## src/rtl/lbpc_pkg.sv

```systemverilog
package lbpc_pkg;

	localparam int FMT_W      = 2;
	localparam int DIM_W      = 13;
	localparam int ENT_W      = 9;
	localparam int ROW_W      = 12;
	localparam int HELD_W     = 24;
	localparam int MAX_HEIGHT = 4096;

	localparam logic [FMT_W-1:0] FMT_PALETTE = 2'd0;
	localparam logic [FMT_W-1:0] FMT_RGB565  = 2'd1;
	localparam logic [FMT_W-1:0] FMT_ARGB    = 2'd2;
	localparam logic [FMT_W-1:0] FMT_UNUSED  = 2'd3;

	localparam logic [FMT_W-1:0] RST_FORMAT  = FMT_PALETTE;
	localparam logic [DIM_W-1:0] RST_WIDTH   = 13'd1;
	localparam logic [DIM_W-1:0] RST_HEIGHT  = 13'd1;
	localparam logic [ENT_W-1:0] RST_ENTRIES = 9'd256;

	localparam logic [2:0] DIV_LAST = 3'd7;

	typedef enum logic [1:0] {
		REG_FORMAT  = 2'd0,
		REG_WIDTH   = 2'd1,
		REG_HEIGHT  = 2'd2,
		REG_ENTRIES = 2'd3
	} reg_idx_t;

	typedef enum logic [1:0] {
		PH_PALETTE = 2'd0,
		PH_PIXELS  = 2'd1,
		PH_DONE    = 2'd2
	} phase_t;

	typedef enum logic {
		ST_IDLE = 1'b0,
		ST_WORK = 1'b1
	} state_t;

	typedef enum logic [1:0] {
		JOB_PAL  = 2'd0,
		JOB_565  = 2'd1,
		JOB_ARGB = 2'd2
	} job_t;

	typedef struct packed {
		logic [FMT_W-1:0] fmt;
		logic [DIM_W-1:0] width;
		logic [DIM_W-1:0] height;
		logic [ENT_W-1:0] entries;
	} cfg_t;

endpackage

```

## src/rtl/lbpc_udiv.sv

```systemverilog
// floor(chan*255/alpha), saturated at 255, chan passed through when alpha is 0; one quotient bit a cycle
module lbpc_udiv (
	input  logic       clk,
	input  logic       arst_n,
	input  logic       start,
	input  logic [7:0] chan,
	input  logic [7:0] alpha,
	output logic       busy,
	output logic [7:0] quot
);

	logic        busy_q;
	logic [2:0]  cnt_q;
	logic [7:0]  rem_q;
	logic [7:0]  low_q;
	logic [7:0]  a_q;
	logic [7:0]  quot_q;
	logic [15:0] prod;
	logic [8:0]  trial;
	logic [8:0]  diff;
	logic        ge;

	assign prod  = {chan, 8'h00} - {8'h00, chan};
	assign trial = {rem_q, low_q[7]};
	assign ge    = trial >= {1'b0, a_q};
	assign diff  = trial - {1'b0, a_q};
	assign busy  = busy_q;
	assign quot  = quot_q;

	always_ff @(posedge clk or negedge arst_n) begin
		if (!arst_n) begin
			busy_q <= 1'b0;
			cnt_q  <= '0;
		end else if (start) begin
			busy_q <= (alpha != 8'h00) && (chan < alpha);
			cnt_q  <= '0;
		end else if (busy_q) begin
			cnt_q <= cnt_q + 3'd1;
			if (cnt_q == lbpc_pkg::DIV_LAST) begin
				busy_q <= 1'b0;
			end
		end
	end

	always_ff @(posedge clk) begin
		if (start) begin
			a_q   <= alpha;
			rem_q <= prod[15:8];
			low_q <= prod[7:0];
			if (alpha == 8'h00) begin
				quot_q <= chan;
			end else if (chan >= alpha) begin
				quot_q <= 8'hFF;
			end else begin
				quot_q <= 8'h00;
			end
		end else if (busy_q) begin
			rem_q  <= ge ? diff[7:0] : trial[7:0];
			low_q  <= {low_q[6:0], 1'b0};
			quot_q <= {quot_q[6:0], ge};
		end
	end

endmodule

```

## config.mk

```make
export PLATFORM = sky130hd
export DESIGN_NAME = lbpc_udiv
export DESIGN_NICKNAME = d
export VERILOG_FILES = /design/src/rtl/lbpc_pkg.sv /design/src/rtl/lbpc_udiv.sv
export SDC_FILE = /design/constraint.sdc
export NUM_CORES = 1
export LEC_CHECK = 0
export BUFFER_PORTS_ARGS = -buffer_cell sky130_fd_sc_hd__buf_2
export CAP_MARGIN = 20
export CORE_UTILIZATION = 30
export CTS_CLUSTER_DIAMETER = 30
export DETAILED_ROUTE_END_ITERATION = 16
export SLEW_MARGIN = 10
export SYNTH_ARGS = -nofsm -noshare
export SYNTH_HDL_FRONTEND = slang
export SYNTH_SLANG_ARGS = --single-unit
```

## constraint.sdc

```tcl
create_clock -name clk -period 5.7 [get_ports clk]
set_input_delay 1.425 -clock clk [delete_from_list [all_inputs] [get_ports clk]]
set_output_delay 1.425 -clock clk [all_outputs]
set_load 0.01 [all_outputs]
```

# After elaboration in Yosys (flattened, before gate mapping)
# Index checks and enable logic that the tools add are counted.
[word_totals]
reg_bits = 36
out_inout_bits = 9
word_cells = 31
[classes]
add_sub_neg = 3
magnitude_cmp = 3
eq_ne = 1
muxes = 14
n_reduce_logical = 4
[ops]
columns = ["op", "count"]
rows = [
  ["8-bit two-way mux", 9],
  ["16-bit by 8-bit subtractor with 16-bit output", 1],
  ["9-bit by 8-bit greater-or-equal comparator with 1-bit output", 1],
  ["8-bit greater-or-equal comparator", 1],
  ["8-bit zero test", 1],
  ["8-bit less-than comparator", 1],
  ["8-bit nonzero test", 1],
  ["8-bit subtractor", 1],
  ["3-bit two-way mux", 2],
  ["3-bit by 1-bit adder with 3-bit output (second input constant)", 1],
  ["3-bit == test (second input constant)", 1],
  ["1-bit two-way mux", 3],
  ["2-bit nonzero test", 1],
  ["1-bit logical AND", 1],
]

# Logic depth before layout (Yosys ltp)
[depth]
depth_word = 4
ltp_mapped = 8

# Least setup slack after synthesis
# No wires, ideal clock.
[synth_path]
path_type = "input port to flip-flop"
start = "input alpha[6]"
end = "register quot_q[0], in the netlist quot[0], data pin"
arrival_ps = 2646
t_required_ps = 5431
setup_slack_ps = 2785
stages = 7
path_cell_list = "inv_1 ha_1 a21oi_1 nand2_1 a221o_1 a21oi_2 o21ai_0"
[synth_between]
elab_chain_len = 4
elab_cells_between_ends = 5
classes_between = "order compare (1); mux (3); reduce/logical (1)"
[synth_rtl]
columns = ["element", "line_no", "text"]
rows = [
  ["start: declaration", "lbpc_udiv.sv:7", "input logic [7:0] alpha,"],
  ["8-bit greater-or-equal comparator", "lbpc_udiv.sv:52", "end else if (chan >= alpha) begin"],
  ["8-bit two-way mux", "lbpc_udiv.sv:52", ""],
  ["8-bit two-way mux *", "lbpc_udiv.sv:50", "if (alpha == 8'h00) begin"],
  ["8-bit two-way mux *", "lbpc_udiv.sv:46", "if (start) begin"],
  ["end signal: assignment", "lbpc_udiv.sv:51", "quot_q <= chan;"],
  ["end signal: assignment", "lbpc_udiv.sv:60", "quot_q <= {quot_q[6:0], ge};"],
  ["end: declaration", "lbpc_udiv.sv:17", "logic [7:0] quot_q;"],
]
# Every way passes the cells marked *; elsewhere a longest branch is shown, timed or not.
# A chain may end at the register's enable or synchronous reset.

# Worst setup path in the final report
[layout_path]
start = "input chan[6]"
end = "register quot_q[0], in the netlist quot[0], data pin"
[layout_between]
elab_chain_len = 4
[layout_rtl]
columns = ["element", "line_no", "text"]
rows = [
  ["start: declaration", "lbpc_udiv.sv:6", "input logic [7:0] chan,"],
  ["8-bit greater-or-equal comparator", "lbpc_udiv.sv:52", ""],
  ["8-bit two-way mux", "lbpc_udiv.sv:52", ""],
  ["8-bit two-way mux", "lbpc_udiv.sv:50", ""],
  ["8-bit two-way mux", "lbpc_udiv.sv:46", ""],
]
# Every way passes these cells.

==> summary.txt <==
Run status
  • Run status: complete, no violations

Timing
  • Fmax achieved: 331.2 MHz
  • Slew of the pin with the lowest slew margin: roughly 670 ps
  • Layout Skew: between 8 and 9 ps
  • Endpoints failing setup: 0
  • Total count of hold-check failures in the final report: 0
  • Total negative slack for setup checks: 0 ps
  • Headroom to the max-slew limit: 55.35%
  • Max-slew violation total from the final report: 0
  • Final setup margin: 2680 ps
  • Ratio of final minimum period to clock period: a little over half
  • RSZ-0062 raised after global routing: false
  • Clock period minus final worst setup slack: about 3000 ps

Place
  • Final weighted congestion in routability-driven placement: just under 0.9
  • Worst slack after detailed placement: 2400 ps
  • Cell count after placement: roughly 360
  • Final HPWL from detailed placement: about 4100 um
  • Count of buffers from port buffering: 27

Synthesis
  • Portion of the post-synthesis area used by sequential elements: approximately 44%
  • Combined area of all synthesized cells: roughly 2400 sq um
  • Count of flip-flops with a built-in enable after synthesis: 32
  • Syn avg cell area: roughly 10 sq um
  • Proportion of synthesized flip-flops having asynchronous set or reset: approximately 11%
  • Number of register bits inferred by synthesis: 36
  • Distinct cell type count of the synthesized netlist: 49
  • Most used flip-flop cell after synthesis: sky130_fd_sc_hd__edfxtp_1
  • Share of the synthesized area in the top cell type: 39.67%
  • Synth area leaders: sky130_fd_sc_hd__edfxtp_1 (40%), sky130_fd_sc_hd__ha_1 (10%), sky130_fd_sc_hd__nor2_1 (4.2%)
  • Post-Synthesis Cells: approximately 240
  • Syn nets: between 200 and 300
  • List of most frequent post-synthesis cells: sky130_fd_sc_hd__edfxtp_1 (32), sky130_fd_sc_hd__nor2_1 (27), sky130_fd_sc_hd__inv_1 (22), sky130_fd_sc_hd__ha_1 (20), sky130_fd_sc_hd__nand2_1 (19)
  • Warnings, synthesis: 0
  • Count leader, synth: sky130_fd_sc_hd__edfxtp_1
  • Leading area contributor after synthesis: sky130_fd_sc_hd__edfxtp_1

Floorplan
  • Number of placement rows: 32
  • Count of pins on the block boundary: 28
  • Area of the die: ~8400 sq um
  • Die Wd: just over 90 um
  • Initial cell density of the core: between 30% and 40%
  • Die height: approximately 92 um
  • Core Box Area: slightly below 8000 sq um

Clock network
  • Clock-pin slew reported for the worst setup and hold paths after clock tree synthesis: 80 ps
  • Number of CTS-inserted buffers: 5
  • Longest Clk Path Bufs: 2
  • Number of buffers inserted for hold repair after clock tree synthesis: 0
  • CTS tree: done
  • Clock tree sinks: 36
  • Post-CTS setup buffers: 0
  • Worst-skew pair later-pin latency: around 300 ps
  • Library cell used as clock root buffer: sky130_fd_sc_hd__clkbuf_8
  • Number of levels the H-tree was split into: 2
  • Resized Gates After CTS: 0

Worst hold path
  • Class of the most critical hold timing path: reg -> reg

Power and ir drop
  • Proportion of power drawn by flip-flops and latches: between 30% and 40%
  • Switching Fraction: 33.63%
  • Peak supply drop: just over 0.1 mV
  • Power after layout: ~0.00096 W
  • Total power divided by cell area: ~340 nW/um^2
  • Clock network fraction of total power: a little under a quarter
  • Leakage power: around 1.2 nW
  • Net switching component of the power: 0.0003213 W
  • Internal power summed over all cells: 0.0006343 W
  • Combinational share of power: a little under two fifths

Worst setup path
  • R2r startpoint: rem_q[5]
  • Maximum fanout along the worst path: 8
  • CP Launch Point: chan[6]
  • Reg-to-reg critical path endpoint: rem_q[3]
  • Critical path startpoint category: primary input
  • Category of the most critical setup path: in -> reg
  • Worst R2R Setup Slack: ~3300 ps
  • CP Capture Type: flip-flop
  • Slowest Stage Delay on Critical Path: approximately 380 ps
  • Cell-by-cell listing of the critical path: buf_2 > ha_1 > a21oi_1 > nand2_1 > a221o_1 > a21oi_2 > o21ai_0
  • CP max-delay cell: sky130_fd_sc_hd__a221o_1
  • Critical Path RT: roughly 5700 ps
  • Worst setup endpoint: quot[0]
  • Signal arrival time at the worst endpoint: about 3100 ps
  • Cells on worst reg2reg path: 7

Drt
  • Total detailed-routing wirelength: ~5500 um
  • Antenna Violating Nets Remaining: 0
  • DR vias/cell: between 5 and 6
  • Initial DRC Count: ~130
  • DRC violations left: 0
  • Vias after detailed routing: 1,877
  • Wirelength per Cell: approximately 15 um
  • Number of search-and-repair iterations in the first detailed-routing pass: 4

Layout
  • ANT cells: 0
  • Nets@finish: ~310
  • Fraction of final layout cells sized beyond drive strength 1: between 10% and 20%
  • Layout Cells excl Fill: between 300 and 400
  • Layout area overhead: 14.46%

Global route
  • Global routing usage summed across all routing layers: 13.75%
  • Wire length of the first global-routing pass: around 9000 um
  • Via count of the first global-routing pass: ~1,900
  • Initial antenna violation count: 0
  • Largest net degree at the start of global routing: 36
  • Leftover overflow at the end of global routing: 0

Run
  • Maximum capacitance violations: 0
## layer usage
layer / vias to the layer above / part of all wire, % / track usage [%]
met2: 41 / 48 / 22.64
met3: 6 / 5.1 / 2.985
met1: 890 / 46 / 18.12
li1: 940 / - / -
met4: 0 / 1.1 / 3.906
met5: - / 0 / 0
## power groups by stage
stage	Clock (W)	Sequential [W]	Combinational, W
after floorplan	0	0.000382	0.000257
after global placement	0	0.000384	0.000340
after detailed placement	0	0.000383	0.000347
after CTS	0.000231	0.000378	0.000349
after global routing	0.000238	0.000383	0.000399
final	0.000226	0.000377	0.000353
## logic make-up (layout without fill, tap and decap cells)
group           count (synthesis)  in the layout  synth area share [%]
compound gates                 52             52                 14.26
flops                          36             36                 43.80
fa+ha+maj                      21             21                 11.16
buf+inv                        32             60                 5.010
simple gates                   75             75                 15.29
xor+xnor                       11             11                 3.977
mux                            15             15                 6.508
## stage by stage
stage,cell area [sq um],hold WS (ps),utilization [%]
4_1_cts,2765,545.0,35.60
2_1_floorplan,2422,490.4,-
6_report,2773,540.3,35.70
3_3_place_gp,2654,513.6,34.17
3_5_place_dp,2654,528.1,34.17
5_1_grt,2773,568.4,35.70
## flip-flops by register name (all words and copies together), names as in the netlist
register  count
quot          8
busy          1
a_q           8
rem_q         8
low_q         8
cnt_q         3
## worst min path at each step
stage	from	end	slack [ps]	cells after the start
floorplan	cnt_q[1]	cnt_q[1]	490	2
global placement	cnt_q[1]	cnt_q[1]	510	2
detailed placement	cnt_q[1]	cnt_q[1]	530	2
CTS	cnt_q[1]	cnt_q[1]	550	2
global route	low_q[0]	low_q[1]	570	1
finish	cnt_q[2]	cnt_q[2]	540	2
## cells in the final DEF, fill, tap and decap left out, types with 2 or more instances in the layout
master	Yosys	routed
sky130_fd_sc_hd__o31ai_1	9	9
sky130_fd_sc_hd__ha_1	20	20
sky130_fd_sc_hd__nand2_1	19	19
sky130_fd_sc_hd__inv_1	22	22
sky130_fd_sc_hd__edfxtp_1	32	32
sky130_fd_sc_hd__nor3_1	3	3
sky130_fd_sc_hd__a21oi_1	12	12
sky130_fd_sc_hd__xor2_1	4	4
sky130_fd_sc_hd__inv_2	2	2
sky130_fd_sc_hd__o21ai_1	2	2
sky130_fd_sc_hd__a31o_2	2	2
sky130_fd_sc_hd__nor2_1	27	27
sky130_fd_sc_hd__a31oi_1	3	3
sky130_fd_sc_hd__a211oi_1	2	2
sky130_fd_sc_hd__clkbuf_8	0	5
sky130_fd_sc_hd__xnor2_1	7	7
sky130_fd_sc_hd__dfrtp_1	4	4
sky130_fd_sc_hd__or3_1	2	2
sky130_fd_sc_hd__nand3_1	5	5
sky130_fd_sc_hd__o32ai_1	2	2
sky130_fd_sc_hd__o21ai_0	8	8
sky130_fd_sc_hd__or2_1	2	2
sky130_fd_sc_hd__mux2i_1	9	9
sky130_fd_sc_hd__mux2_2	6	6
sky130_fd_sc_hd__nor4_1	3	3
sky130_fd_sc_hd__buf_2	1	27
sky130_fd_sc_hd__nor2b_1	5	5
sky130_fd_sc_hd__o221ai_1	2	2
## final cells by class
| cell class | count | area (sq um) |
|---|---|---|
| fill | 810 | 4995 |
| multi-input combinational | 174 | 1240 |
| sequential | 36 | 1061 |
| timing repair buffer | 28 | 142.6 |
| tap | 102 | 127.6 |
| inverter | 24 | 90.09 |
| clock buffer | 5 | 68.82 |
| clock inverter | 3 | 42.54 |
## critical path, delay by kind of cell
family / cells / cell delay (ps)
buf+inv: 1 / 150
fa+ha+maj: 1 / 330
compound gates: 4 / 1070
simple gates: 1 / 70
Note: power is estimated with default switching activity, not from simulation.
