<file path="src/rtl/lbpc_pkg.sv">
package lbpc_pkg;

	localparam int FMT_W      = 2;
	localparam int DIM_W      = 13;
	localparam int ENT_W      = 9;
	localparam int ROW_W      = 12;
	localparam int HELD_W     = 24;
	localparam int MAX_HEIGHT = 4096;

	localparam logic [FMT_W-1:0] FMT_PALETTE = 2'd0;
	localparam logic [FMT_W-1:0] FMT_RGB565  = 2'd1;
	localparam logic [FMT_W-1:0] FMT_ARGB    = 2'd2;
	localparam logic [FMT_W-1:0] FMT_UNUSED  = 2'd3;

	localparam logic [FMT_W-1:0] RST_FORMAT  = FMT_PALETTE;
	localparam logic [DIM_W-1:0] RST_WIDTH   = 13'd1;
	localparam logic [DIM_W-1:0] RST_HEIGHT  = 13'd1;
	localparam logic [ENT_W-1:0] RST_ENTRIES = 9'd256;

	localparam logic [2:0] DIV_LAST = 3'd7;

	typedef enum logic [1:0] {
		REG_FORMAT  = 2'd0,
		REG_WIDTH   = 2'd1,
		REG_HEIGHT  = 2'd2,
		REG_ENTRIES = 2'd3
	} reg_idx_t;

	typedef enum logic [1:0] {
		PH_PALETTE = 2'd0,
		PH_PIXELS  = 2'd1,
		PH_DONE    = 2'd2
	} phase_t;

	typedef enum logic {
		ST_IDLE = 1'b0,
		ST_WORK = 1'b1
	} state_t;

	typedef enum logic [1:0] {
		JOB_PAL  = 2'd0,
		JOB_565  = 2'd1,
		JOB_ARGB = 2'd2
	} job_t;

	typedef struct packed {
		logic [FMT_W-1:0] fmt;
		logic [DIM_W-1:0] width;
		logic [DIM_W-1:0] height;
		logic [ENT_W-1:0] entries;
	} cfg_t;

endpackage

</file>
<file path="src/rtl/lbpc_regs.sv">
module lbpc_regs (
	input  logic                clk,
	input  logic                arst_n,
	input  logic                psel,
	input  logic                penable,
	input  logic                pwrite,
	input  logic [3:0]          paddr,
	input  logic [31:0]         pwdata,
	output logic [31:0]         prdata,
	output logic                pready,
	output lbpc_pkg::cfg_t      cfg
);

	lbpc_pkg::cfg_t     cfg_q;
	lbpc_pkg::reg_idx_t idx;
	logic               wr;

	assign idx    = lbpc_pkg::reg_idx_t'(paddr[3:2]);
	assign wr     = psel & penable & pwrite;
	assign pready = 1'b1;
	assign cfg    = cfg_q;

	always_ff @(posedge clk or negedge arst_n) begin
		if (!arst_n) begin
			cfg_q.fmt     <= lbpc_pkg::RST_FORMAT;
			cfg_q.width   <= lbpc_pkg::RST_WIDTH;
			cfg_q.height  <= lbpc_pkg::RST_HEIGHT;
			cfg_q.entries <= lbpc_pkg::RST_ENTRIES;
		end else if (wr) begin
			unique case (idx)
				lbpc_pkg::REG_FORMAT:  cfg_q.fmt     <= pwdata[lbpc_pkg::FMT_W-1:0];
				lbpc_pkg::REG_WIDTH:   cfg_q.width   <= pwdata[lbpc_pkg::DIM_W-1:0];
				lbpc_pkg::REG_HEIGHT:  cfg_q.height  <= pwdata[lbpc_pkg::DIM_W-1:0];
				lbpc_pkg::REG_ENTRIES: cfg_q.entries <= pwdata[lbpc_pkg::ENT_W-1:0];
			endcase
		end
	end

	always_comb begin
		unique case (idx)
			lbpc_pkg::REG_FORMAT:  prdata = 32'(cfg_q.fmt);
			lbpc_pkg::REG_WIDTH:   prdata = 32'(cfg_q.width);
			lbpc_pkg::REG_HEIGHT:  prdata = 32'(cfg_q.height);
			lbpc_pkg::REG_ENTRIES: prdata = 32'(cfg_q.entries);
		endcase
	end

endmodule

</file>
<file path="config.mk">
export PLATFORM = sky130hd
export DESIGN_NAME = lbpc_regs
export DESIGN_NICKNAME = d
export VERILOG_FILES = /design/src/rtl/lbpc_pkg.sv /design/src/rtl/lbpc_regs.sv
export SDC_FILE = /design/constraint.sdc
export NUM_CORES = 1
export LEC_CHECK = 0
export BUFFER_PORTS_ARGS = -buffer_cell sky130_fd_sc_hd__clkbuf_2
export CORE_MARGIN = 1
export CORE_UTILIZATION = 35
export DETAILED_ROUTE_END_ITERATION = 10
export PLACE_DENSITY_LB_ADDON = 0.15
export SLEW_MARGIN = 20
export SYNTH_ARGS = -nofsm -noshare
export SYNTH_HDL_FRONTEND = slang
export SYNTH_SLANG_ARGS = --single-unit
</file>
<file path="constraint.sdc">
create_clock -name clk -period 0.9 [get_ports clk]
set_input_delay 0.045 -clock clk [delete_from_list [all_inputs] [get_ports clk]]
set_output_delay 0.045 -clock clk [all_outputs]
set_load 0.02 [all_outputs]
</file>
### Word-level counts from Yosys, hierarchy flattened

Cells that the tools add are included.

* register bits after elaboration: 37
* bits in latches: 0
* RAM bits: 0
* memory bits (read-only): 0
* input bits: 41
* output and inout port bits: 70
* word-level logic and storage cells: 15
* memories: 0

* add/sub/neg operators: 0
* $mul: 0
* divide/modulo/power cells: 0
* order comparisons: 0
* eq/ne operators: 3
* shift operators: 0
* muxes and demuxes: 1
* bitwise operators: 2
* reduce and logical (&&, ||, !) cells: 5

Operators by type and width (number)
* case mux 32 bit (4 select lines): 1
* AND reduction 2 bit: 4
* equality test 2 bit (second input constant): 2
* AND 1 bit: 2
* equality test 2 x 1 -> 1 bit (second input constant): 1
* logical NOT 2 bit: 1

### Logic depth before layout (Yosys ltp)

Gate-level depths: netlist of the first run.

* depth in word-level cells: 3
* mapped depth: 5
* gate-level depth less buffers: 3

### Worst setup path after synthesis of the first run

No wires, ideal clock.

* path kind: register -> output
* start point: reg cfg_q (netlist bit cfg[23])
* end point: out prdata[1]
* arrival: 1.077 ns
* data required time: 0.855 ns
* setup slack: -0.222 ns
* stages on the path, launching flop included: 2
* buffers on the path: 0
* path through: dfrtp_1 > mux4_1

* longest elaborated chain between the ends: 1

RTL lines
* from (decl): line lbpc_regs.sv:14 `lbpc_pkg::cfg_t cfg_q;`
* case mux 32 bit (4 select lines): line lbpc_regs.sv:40 `unique case (idx)`
* to (decl): line lbpc_regs.sv:9 `output logic [31:0] prdata,`

Every way passes these cells. The select of a mux whose other input is x is not followed.

### Worst setup path in the final report of the first run

* start point: reg cfg_q (netlist bit cfg[17])
* end point: out prdata[8]

Same word-level chain as after synthesis.

==> impl_metrics.yaml, run 1 <==
hold_path:
  hp-class: "input port to register"
floorplanning:
  start_util_pct: 36.39
  die-height_um: 75.11
  core-area_um2: 5140
  die_x_um: 75.11
  rows: 26
  die-area_um2: 5641
  pin_count: 111
global_routing:
  grt_overflow: 0
  grt_pass1_wl_um: 7555
  grtUsageTotal_pct: 18.64
  met2_usage_pct: 30.63
  grt_pass1_vias: 1446
  met3_usage_pct: 4.819
  use_met1_pct: 24.18
  antenna_found_initial: 0
  grt_max_degree: 38
  globalRoute.busiestLayer: "met2"
yosys:
  ys_seq_area_share_pct: 49.70
  synthXorXnorAreaFrac_pct: 0
  synth_cells: 129
  synth_top_area_cell: "dfrtp_1"
  synth_fa_ha_area_share_pct: 0
  synth_top_family_by_area: "multiplexers"
  synth_warnings: 0
  yosys.area.top_type_share_pct: 45.48
  synth.avg_cell_area_um2: 14.50
  synth_area_um2: 1871
  synthMuxAreaShare_pct: 31.10
  synth-seq-cells: 37
  synth_compound_area_share_pct: 5.151
  yosys.area_share.simple_pct: 3.077
  synthTopCellsByArea: "dfrtp_1 (45%), mux2_2 (20%), buf_4 (8.8%)"
  synth.distinct_cells: 17
cells_and_area:
  regArea_um2: 932.1
  multiInputGateArea_um2: 939.7
  nets: 293
  fin_cells: 323
  largest_reg_flops: 37
  n_fill_cell: 380
  n_antenna_cell: 0
  final_common_cell: "buf_6"
  fin_util_pct: 65.87
  drive_gt1_share_pct: 72.73
  most-common-layout-cells: "buf_6 (46), mux2_4 (37), dfrtp_1 (32)"
  area_growth_pct: 81.00
sta:
  holdWs_ns: 0.01911
  fmax_mhz: 714.5
  final-max-slew-violation-count: 0
  worst_slack_ns: -0.4996
  fin_crit_sh_pct: 155.5
  fin_skew_ns: 0
  finalHoldViolCount: 0
  rsz0062_at_grt: "true"
  layout_min_cycle_time_ns: 1.400
  worst_slew_pin_slew_ns: 0.5852
  slew_headroom_pct: 60.81
  setup_violations: 60
status:
  status: "complete, but fails checks"
  violations: "negative setup slack"
flow_run:
  cap_viol_max_count: 0
clock_network:
  htree_levels: 2
  cts_made_buffers: 5
  cts_num_sinks: 37
  insertion_delay_ns: 0.29
  clk_pin_slew_ns: 0.08
  cts-root-buf: "clkbuf_8"
  cts_tree: "done"
  clk_path_buf_depth: 2
power_and_ir_drop:
  power_density_nw_per_um2: 2258
  p_leak_uw: 0.001718
  ir_worst_vdd_uv: 1177
  power_uw: 7645
place:
  place_hpwl_um: 3305
  place_inst: 293
  routabilityCongestion: 0.7848
  port_buffers: 69
setup_path:
  cp-start-kind: "register"
  required_ns: 0.85
  crit_type: "register to output pin"
  end_kind: "output pin"
  arrival_ns: 1.35
  path_max_fanout: 2
drt:
  ant_nets: 0
  wl_per_cell_um: 16.33
  via_per_inst: 4.548
  wirelength_um: 5276
  drt-initial-drc-count: 39
  via_count: 1469
  drc_errors: 0
  drtPass1Iterations: 4
[final timing paths]
| path | start | cells after the start | endpoint | slack [ns] |
|---|---|---|---|---|
| setup / recovery | cfg[17] | 3 | prdata[8] | -0.50 |
| hold / removal | pwdata[2] | 2 | cfg[11] | 0.02 |
| setup reg to reg | cfg[17] | 4 | cfg[17] | -0.21 |
| hold reg to reg | cfg[24] | 1 | cfg[24] | 0.54 |
| max in group asynchronous | arst_n | 3 | cfg[8] | 0.38 |
| min in group asynchronous | arst_n | 3 | cfg[18] | 0.24 |
[area by class of cell]
class                           count  share of cell area, %
Clock buffer                        7                  2.846
Multi-Input combinational cell     84                  27.75
Clock inverter                      1                 0.1478
Sequential cell                    37                  27.53
Timing Repair Buffer              124                  39.14
Tap cell                           70                  2.587
[critical path: stages, from the launching register on]
cell and delay (ns):
dfrtp_1 0.40, mux2_4 0.28, a22o_4 0.25, buf_8 0.13
[synth_stat cells]
cell / count
buf_6: 2
mux4_2: 1
and3b_1: 1
mux2_4: 10
nor3b_1: 1
dfrtp_1: 34
nand3_2: 1
dfstp_2: 3
buf_2: 2
conb_1: 2
nor2b_1: 2
mux2_2: 34
buf_4: 22
a22o_1: 11
nand3b_1: 1
mux4_1: 1
and3_4: 1
[where the power goes]
group / internal [µW] / total [µW] / switching [µW]
sequential: 2080 / 2410 / 336
clock: 693 / 1330 / 632
combinational: 2390 / 3900 / 1520
[metal layers]
| metal | part of all wire (%) | vias up | wire length, µm |
|---|---|---|---|
| met5 | 0 | - | 0 |
| met3 | 4.8 | 5 | 253 |
| met4 | 1.0 | 0 | 55 |
| li1 | - | 669 | - |
| met1 | 43 | 741 | 2270 |
| met2 | 51 | 54 | 2696 |
[through the flow]
| stage | area [µm²] | setup TNS (ns) | worst slack [ns] |
|---|---|---|---|
| CTS | 3028 | -8.589 | -0.5017 |
| floorplan | 1996 | -3.556 | -0.1566 |
| global route | 3386 | -12.17 | -0.5330 |
| finish | 3386 | -10.26 | -0.4996 |
| global placement | 2484 | -16.98 | -0.4903 |
| detailed placement | 2484 | -17.72 | -0.5930 |
[logic make-up after synthesis]
logic type | Yosys count
muxes | 46
DFF | 37
buffers and inverters | 26
AOI/OAI and AO/OA | 11
and+or+nand+nor | 7
other | 2
[timing repair]
| item | in CTS | in global routing |
|---|---|---|
| resized for setup | 89 | 99 |
| pin swaps | 4 | 6 |
| hold endpoints to repair | 44 | 0 |
| setup buffers | 7 | 20 |
| endpoints found under the setup margin | 62 | 79 |
| hold buffers | 5 | 0 |
No activity file was read; power rests on OpenSTA's default activity.
==> run 2: changes to the inputs <==
- SETUP_SLACK_MARGIN: default -> 0.1
==> run 2 against run 1 <==
Net effect:
- the flow still finishes with violations (negative setup slack)
- clock power fell by 17%
- die area did not move
- clock skew did not move
- wire length rose by 4.8%
- register-to-register slack improved by 0.10 ns
- cell area rose by 1.7%
- sequential share of layout area fell by 0.17 points
- critical path type unchanged
- largest cell class unchanged
- largest power group unchanged
- highest routed layer unchanged
==> impl_metrics.yaml, run 2 (synthesized netlist as in run 1, its figures left out) <==
clock_network:
  cts_num_sinks: 37
  cts-root-buf: "clkbuf_8"
  clk_path_buf_depth: 2
  cts_made_buffers: 5
  clk_pin_slew_ns: 0.07
  cts_tree: "done"
  insertion_delay_ns: 0.28
  htree_levels: 2
setup_path:
  end_kind: "output pin"
  r2r-start: "cfg[1]"
  crit_type: "register to output pin"
  required_ns: 0.85
  timing.critical_path.from: "cfg[17]"
  path_max_fanout: 2
  arrival_ns: 1.34
  cp_slowest_stage_delay_ns: 0.40
  critPathSlowestCell: "dfrtp_1"
  cp-start-kind: "register"
  worstPathCellList: "mux2_4 > a22o_4 > buf_8"
floorplanning:
  die_x_um: 75.11
  die-area_um2: 5641
  core-area_um2: 5140
  start_util_pct: 36.39
  die-height_um: 75.11
  rows: 26
  pin_count: 111
sta:
  fin_setup_tns_ns: -9.113
  worst_slack_ns: -0.4861
  fin_skew_ns: 0
  holdWs_ns: 0.007802
  fin_crit_sh_pct: 154.0
  finalHoldViolCount: 0
  fmax_mhz: 721.4
  setup_violations: 66
  layout_min_cycle_time_ns: 1.386
  rsz0062_at_grt: "true"
  final-max-slew-violation-count: 0
flow_run:
  cap_viol_max_count: 0
drt:
  via_count: 1526
  drt-initial-drc-count: 61
  drc_errors: 0
  drtPass1Iterations: 4
  via_per_inst: 4.652
  wirelength_um: 5530
  wl_per_cell_um: 16.86
  ant_nets: 0
power_and_ir_drop:
  p_leak_uw: 0.001743
  power_density_nw_per_um2: 2185
  ir_worst_vdd_uv: 1145
  power_uw: 7523
global_routing:
  grtUsageTotal_pct: 20.86
  grt_max_degree: 38
  antenna_found_initial: 0
  grt_pass1_wl_um: 8355
  grt_overflow: 0
  grt_pass1_vias: 1650
cells_and_area:
  n_fill_cell: 387
  drive_gt1_share_pct: 77.52
  most-common-layout-cells: "buf_6 (43), mux2_4 (38), buf_8 (27)"
  fin_area_um2: 3443
  area_growth_pct: 84.08
  n_antenna_cell: 0
  largest_reg_flops: 37
  final_common_cell: "buf_6"
  nets: 298
hold_path:
  hold_start: "pwdata[11]"
  hp-class: "input port to register"
status:
  violations: "negative setup slack"
  status: "complete, but fails checks"
place:
  placed_area_um2: 2497
  port_buffers: 69
  place_hpwl_um: 3388
  routabilityCongestion: 0.7490
## run 2: cell types whose count changed in the layout (fill, tap and decap cells not counted), sizes merged
cell         previous run  this run
dlygate4sd3             5         2
clkbuf                 37        32
clkinv                  1         2
nand3                   1         2
buf                    89       100
## run 2: repair_timing
| action | CTS | global route |
|---|---|---|
| pin swaps | 7 | 5 |
| cloned | 1 | 0 |
| buffers inserted | 15 | 21 |
| setup endpoints to repair | 87 | 87 |
| hold endpoints to repair | 37 | 1 |
| resized for setup | 110 | 92 |
| hold buffers | 1 | 1 |
## run 2: worst max-delay path: cells and delay by family, from the launching register on
family,cells,cell delay [ns]
AO/OA/AOI/OAI,1,0.25
buffers and inverters,1,0.12
flip-flops,1,0.40
multiplexers,1,0.28
## run 2: layout make-up
cell class	count	area (µm²)	area share, %
clock inverter	2	10.01	0.2907
sequential	37	942.2	27.36
multi-input combinational	85	962.2	27.94
tap	70	87.58	2.544
timing repair buffer	128	1369	39.75
clock buffer	6	72.57	2.108
## run 2: where the power goes
| group | switching [µW] | leakage [µW] | internal, µW |
|---|---|---|---|
| sequential | 321 | 0.000437 | 2090 |
| clock | 575 | 0.0000450 | 537 |
| combinational | 1550 | 0.00126 | 2450 |
## run 2: per-stage QoR
step	utilization [%]	std cells	worst slack [ns]
finish	66.99	328	-0.4861
global route	66.99	328	-0.5118
floorplan	-	147	-0.1566
detailed placement	48.59	292	-0.6089
global placement	48.59	292	-0.5475
CTS	62.05	316	-0.4763
## run 2: metal layers
| layer | up-vias | track usage [%] | routed length [µm] |
|---|---|---|---|
| met4 | 0 | 8.595 | 131 |
| met3 | 15 | 4.819 | 331 |
| met5 | - | 0 | 0 |
| met2 | 62 | 37.44 | 2888 |
| li1 | 681 | - | - |
| met1 | 768 | 23.85 | 2179 |
## run 2: path summary, 6_finish.rpt
check,slack (ns),end,cells past startpoint
min in group asynchronous,0.27,cfg[17],3
setup / recovery,-0.49,prdata[8],3
hold / removal,0.008,cfg[33],2
hold reg to reg,0.55,cfg[28],1
setup reg to reg,-0.11,cfg[1],3
max in group asynchronous,0.38,cfg[9],3
==> run 3: changes to the inputs <==
- SKIP_LAST_GASP: default -> 1
==> run 3 against run 2 <==
Net effect:
- the flow still finishes with violations (negative setup slack)
- critical path type unchanged
- clock power barely moved
- core utilization fell by 0.19 points
- cell area fell by 0.29%
- highest routed layer unchanged
- sequential cell count did not move
- largest power group unchanged
==> impl_metrics.yaml, run 3 (synthesized netlist as in run 1, its figures left out) <==
cells_and_area:
  n_antenna_cell: 0
  final_common_cell: "buf_6"
  n_fill_cell: 391
  largest_reg_flops: 37
  area_growth_pct: 83.55
  nets: 299
  most-common-layout-cells: "buf_6 (43), mux2_4 (38), buf_4 (26)"
  drive_gt1_share_pct: 77.61
  fin_area_um2: 3433
setup_path:
  arrival_ns: 1.34
  critical_path_buf_inv_count: 1
  path_max_fanout: 2
  r2r-start: "cfg[1]"
  worstPathCellList: "mux2_4 > a22o_4 > buf_8"
  timing.critical_path.from: "cfg[17]"
  crit_family: "flip-flops"
  end_kind: "output pin"
  required_ns: 0.85
  critPathSlowestCell: "dfrtp_1"
  crit_type: "register to output pin"
  cp_slowest_stage_delay_ns: 0.40
  cp-start-kind: "register"
drt:
  drt-initial-drc-count: 40
  wl_per_cell_um: 16.86
  ant_nets: 0
  via_per_inst: 4.657
  drc_errors: 0
  drtPass1Iterations: 4
  via_count: 1532
  wirelength_um: 5546
clock_network:
  cts_made_buffers: 5
  htree_levels: 2
  cts_tree: "done"
  cts_num_sinks: 37
  clk_pin_slew_ns: 0.07
  clk_path_buf_depth: 2
  cts-root-buf: "clkbuf_8"
  insertion_delay_ns: 0.29
power_and_ir_drop:
  switching_share_pct: 32.53
  power_frac_comb_pct: 52.9
  p_seq_share_pct: 32.2
  power_uw: 7492
  p_leak_uw: 0.001742
  ir_worst_vdd_uv: 1149
  intPower_uw: 5055
  power_switching_uw: 2437
  p_clk_share_pct: 14.9
  power_density_nw_per_um2: 2182
global_routing:
  grt_max_degree: 38
  grt_pass1_vias: 1649
  grtUsageTotal_pct: 20.72
  grt_pass1_wl_um: 8328
  antenna_found_initial: 0
  grt_overflow: 0
hold_path:
  hold_start: "pwdata[11]"
  hp-class: "input port to register"
sta:
  finalHoldViolCount: 0
  fin_skew_ns: 0
  holdWs_ns: 0.006019
  rsz0062_at_grt: "true"
  worst_slack_ns: -0.4858
  fin_setup_tns_ns: -9.196
  setup_violations: 69
  layout_min_cycle_time_ns: 1.386
  fin_crit_sh_pct: 154.0
  fmax_mhz: 721.6
  final-max-slew-violation-count: 0
place:
  place_hpwl_um: 3388
  routabilityCongestion: 0.7490
  place_ws_ns: -0.6089
  placed_area_um2: 2497
  port_buffers: 69
floorplanning:
  pin_count: 111
  die-height_um: 75.11
  die_x_um: 75.11
  rows: 26
  die-area_um2: 5641
  core-area_um2: 5140
  start_util_pct: 36.39
status:
  status: "complete, but fails checks"
  violations: "negative setup slack"
flow_run:
  cap_viol_max_count: 0
run 3: changes by cell type in the layout (fill, tap and decap cells not counted):
cell and delta:
clkbuf_8 +2, buf_4 +3, buf_8 -4
run 3: what timing repair did:
item                       CTS  global route
resized for setup          105            92
cloned                       1             0
pin swaps                    6             5
hold endpoints to repair    37             1
setup buffers               15            22
hold buffers                 1             1
setup endpoints to repair   87            87
run 3: cell type report:
class	count	area (µm²)	share of cell area, %
Timing Repair Buffer	129	1359	39.58
Multi-Input combinational cell	85	962.2	28.02
Sequential cell	37	942.2	27.44
Tap cell	70	87.58	2.551
Clock buffer	6	72.57	2.114
Clock inverter	2	10.01	0.2915
run 3: path summary, 6_finish.rpt:
path                       cells past startpoint   endpoint  slack [ns]
min in group asynchronous                      3    cfg[17]        0.27
hold reg to reg                                1    cfg[24]        0.54
setup / recovery                               3  prdata[8]       -0.49
setup reg to reg                               3     cfg[1]       -0.11
max in group asynchronous                      3     cfg[9]        0.38
hold / removal                                 2    cfg[33]       0.006
run 3: power groups by stage:
| stage | sequential (µW) | combinational [µW] | clock [µW] |
|---|---|---|---|
| final | 2410 | 3970 | 1120 |
| after CTS | 2390 | 3360 | 1140 |
| after global placement | 2340 | 2530 | 0 |
| after floorplan | 2870 | 1030 | 0 |
| after global routing | 2450 | 4180 | 1240 |
| after detailed placement | 2370 | 2560 | 0 |
run 3: routing by layer:
layer  global-route usage [%]  up-vias  routed length, µm
met3                    4.819       13                310
li1                         -      686                  -
met4                    8.595        0                127
met1                    23.85      769               2210
met2                    36.94       64               2899
met5                        0        -                  0
run 3: metrics by stage:
step,utilization (%),cells
floorplan,-,147
global placement,48.59,292
detailed placement,48.59,292
CTS,61.61,316
global route,66.80,329
finish,66.80,329
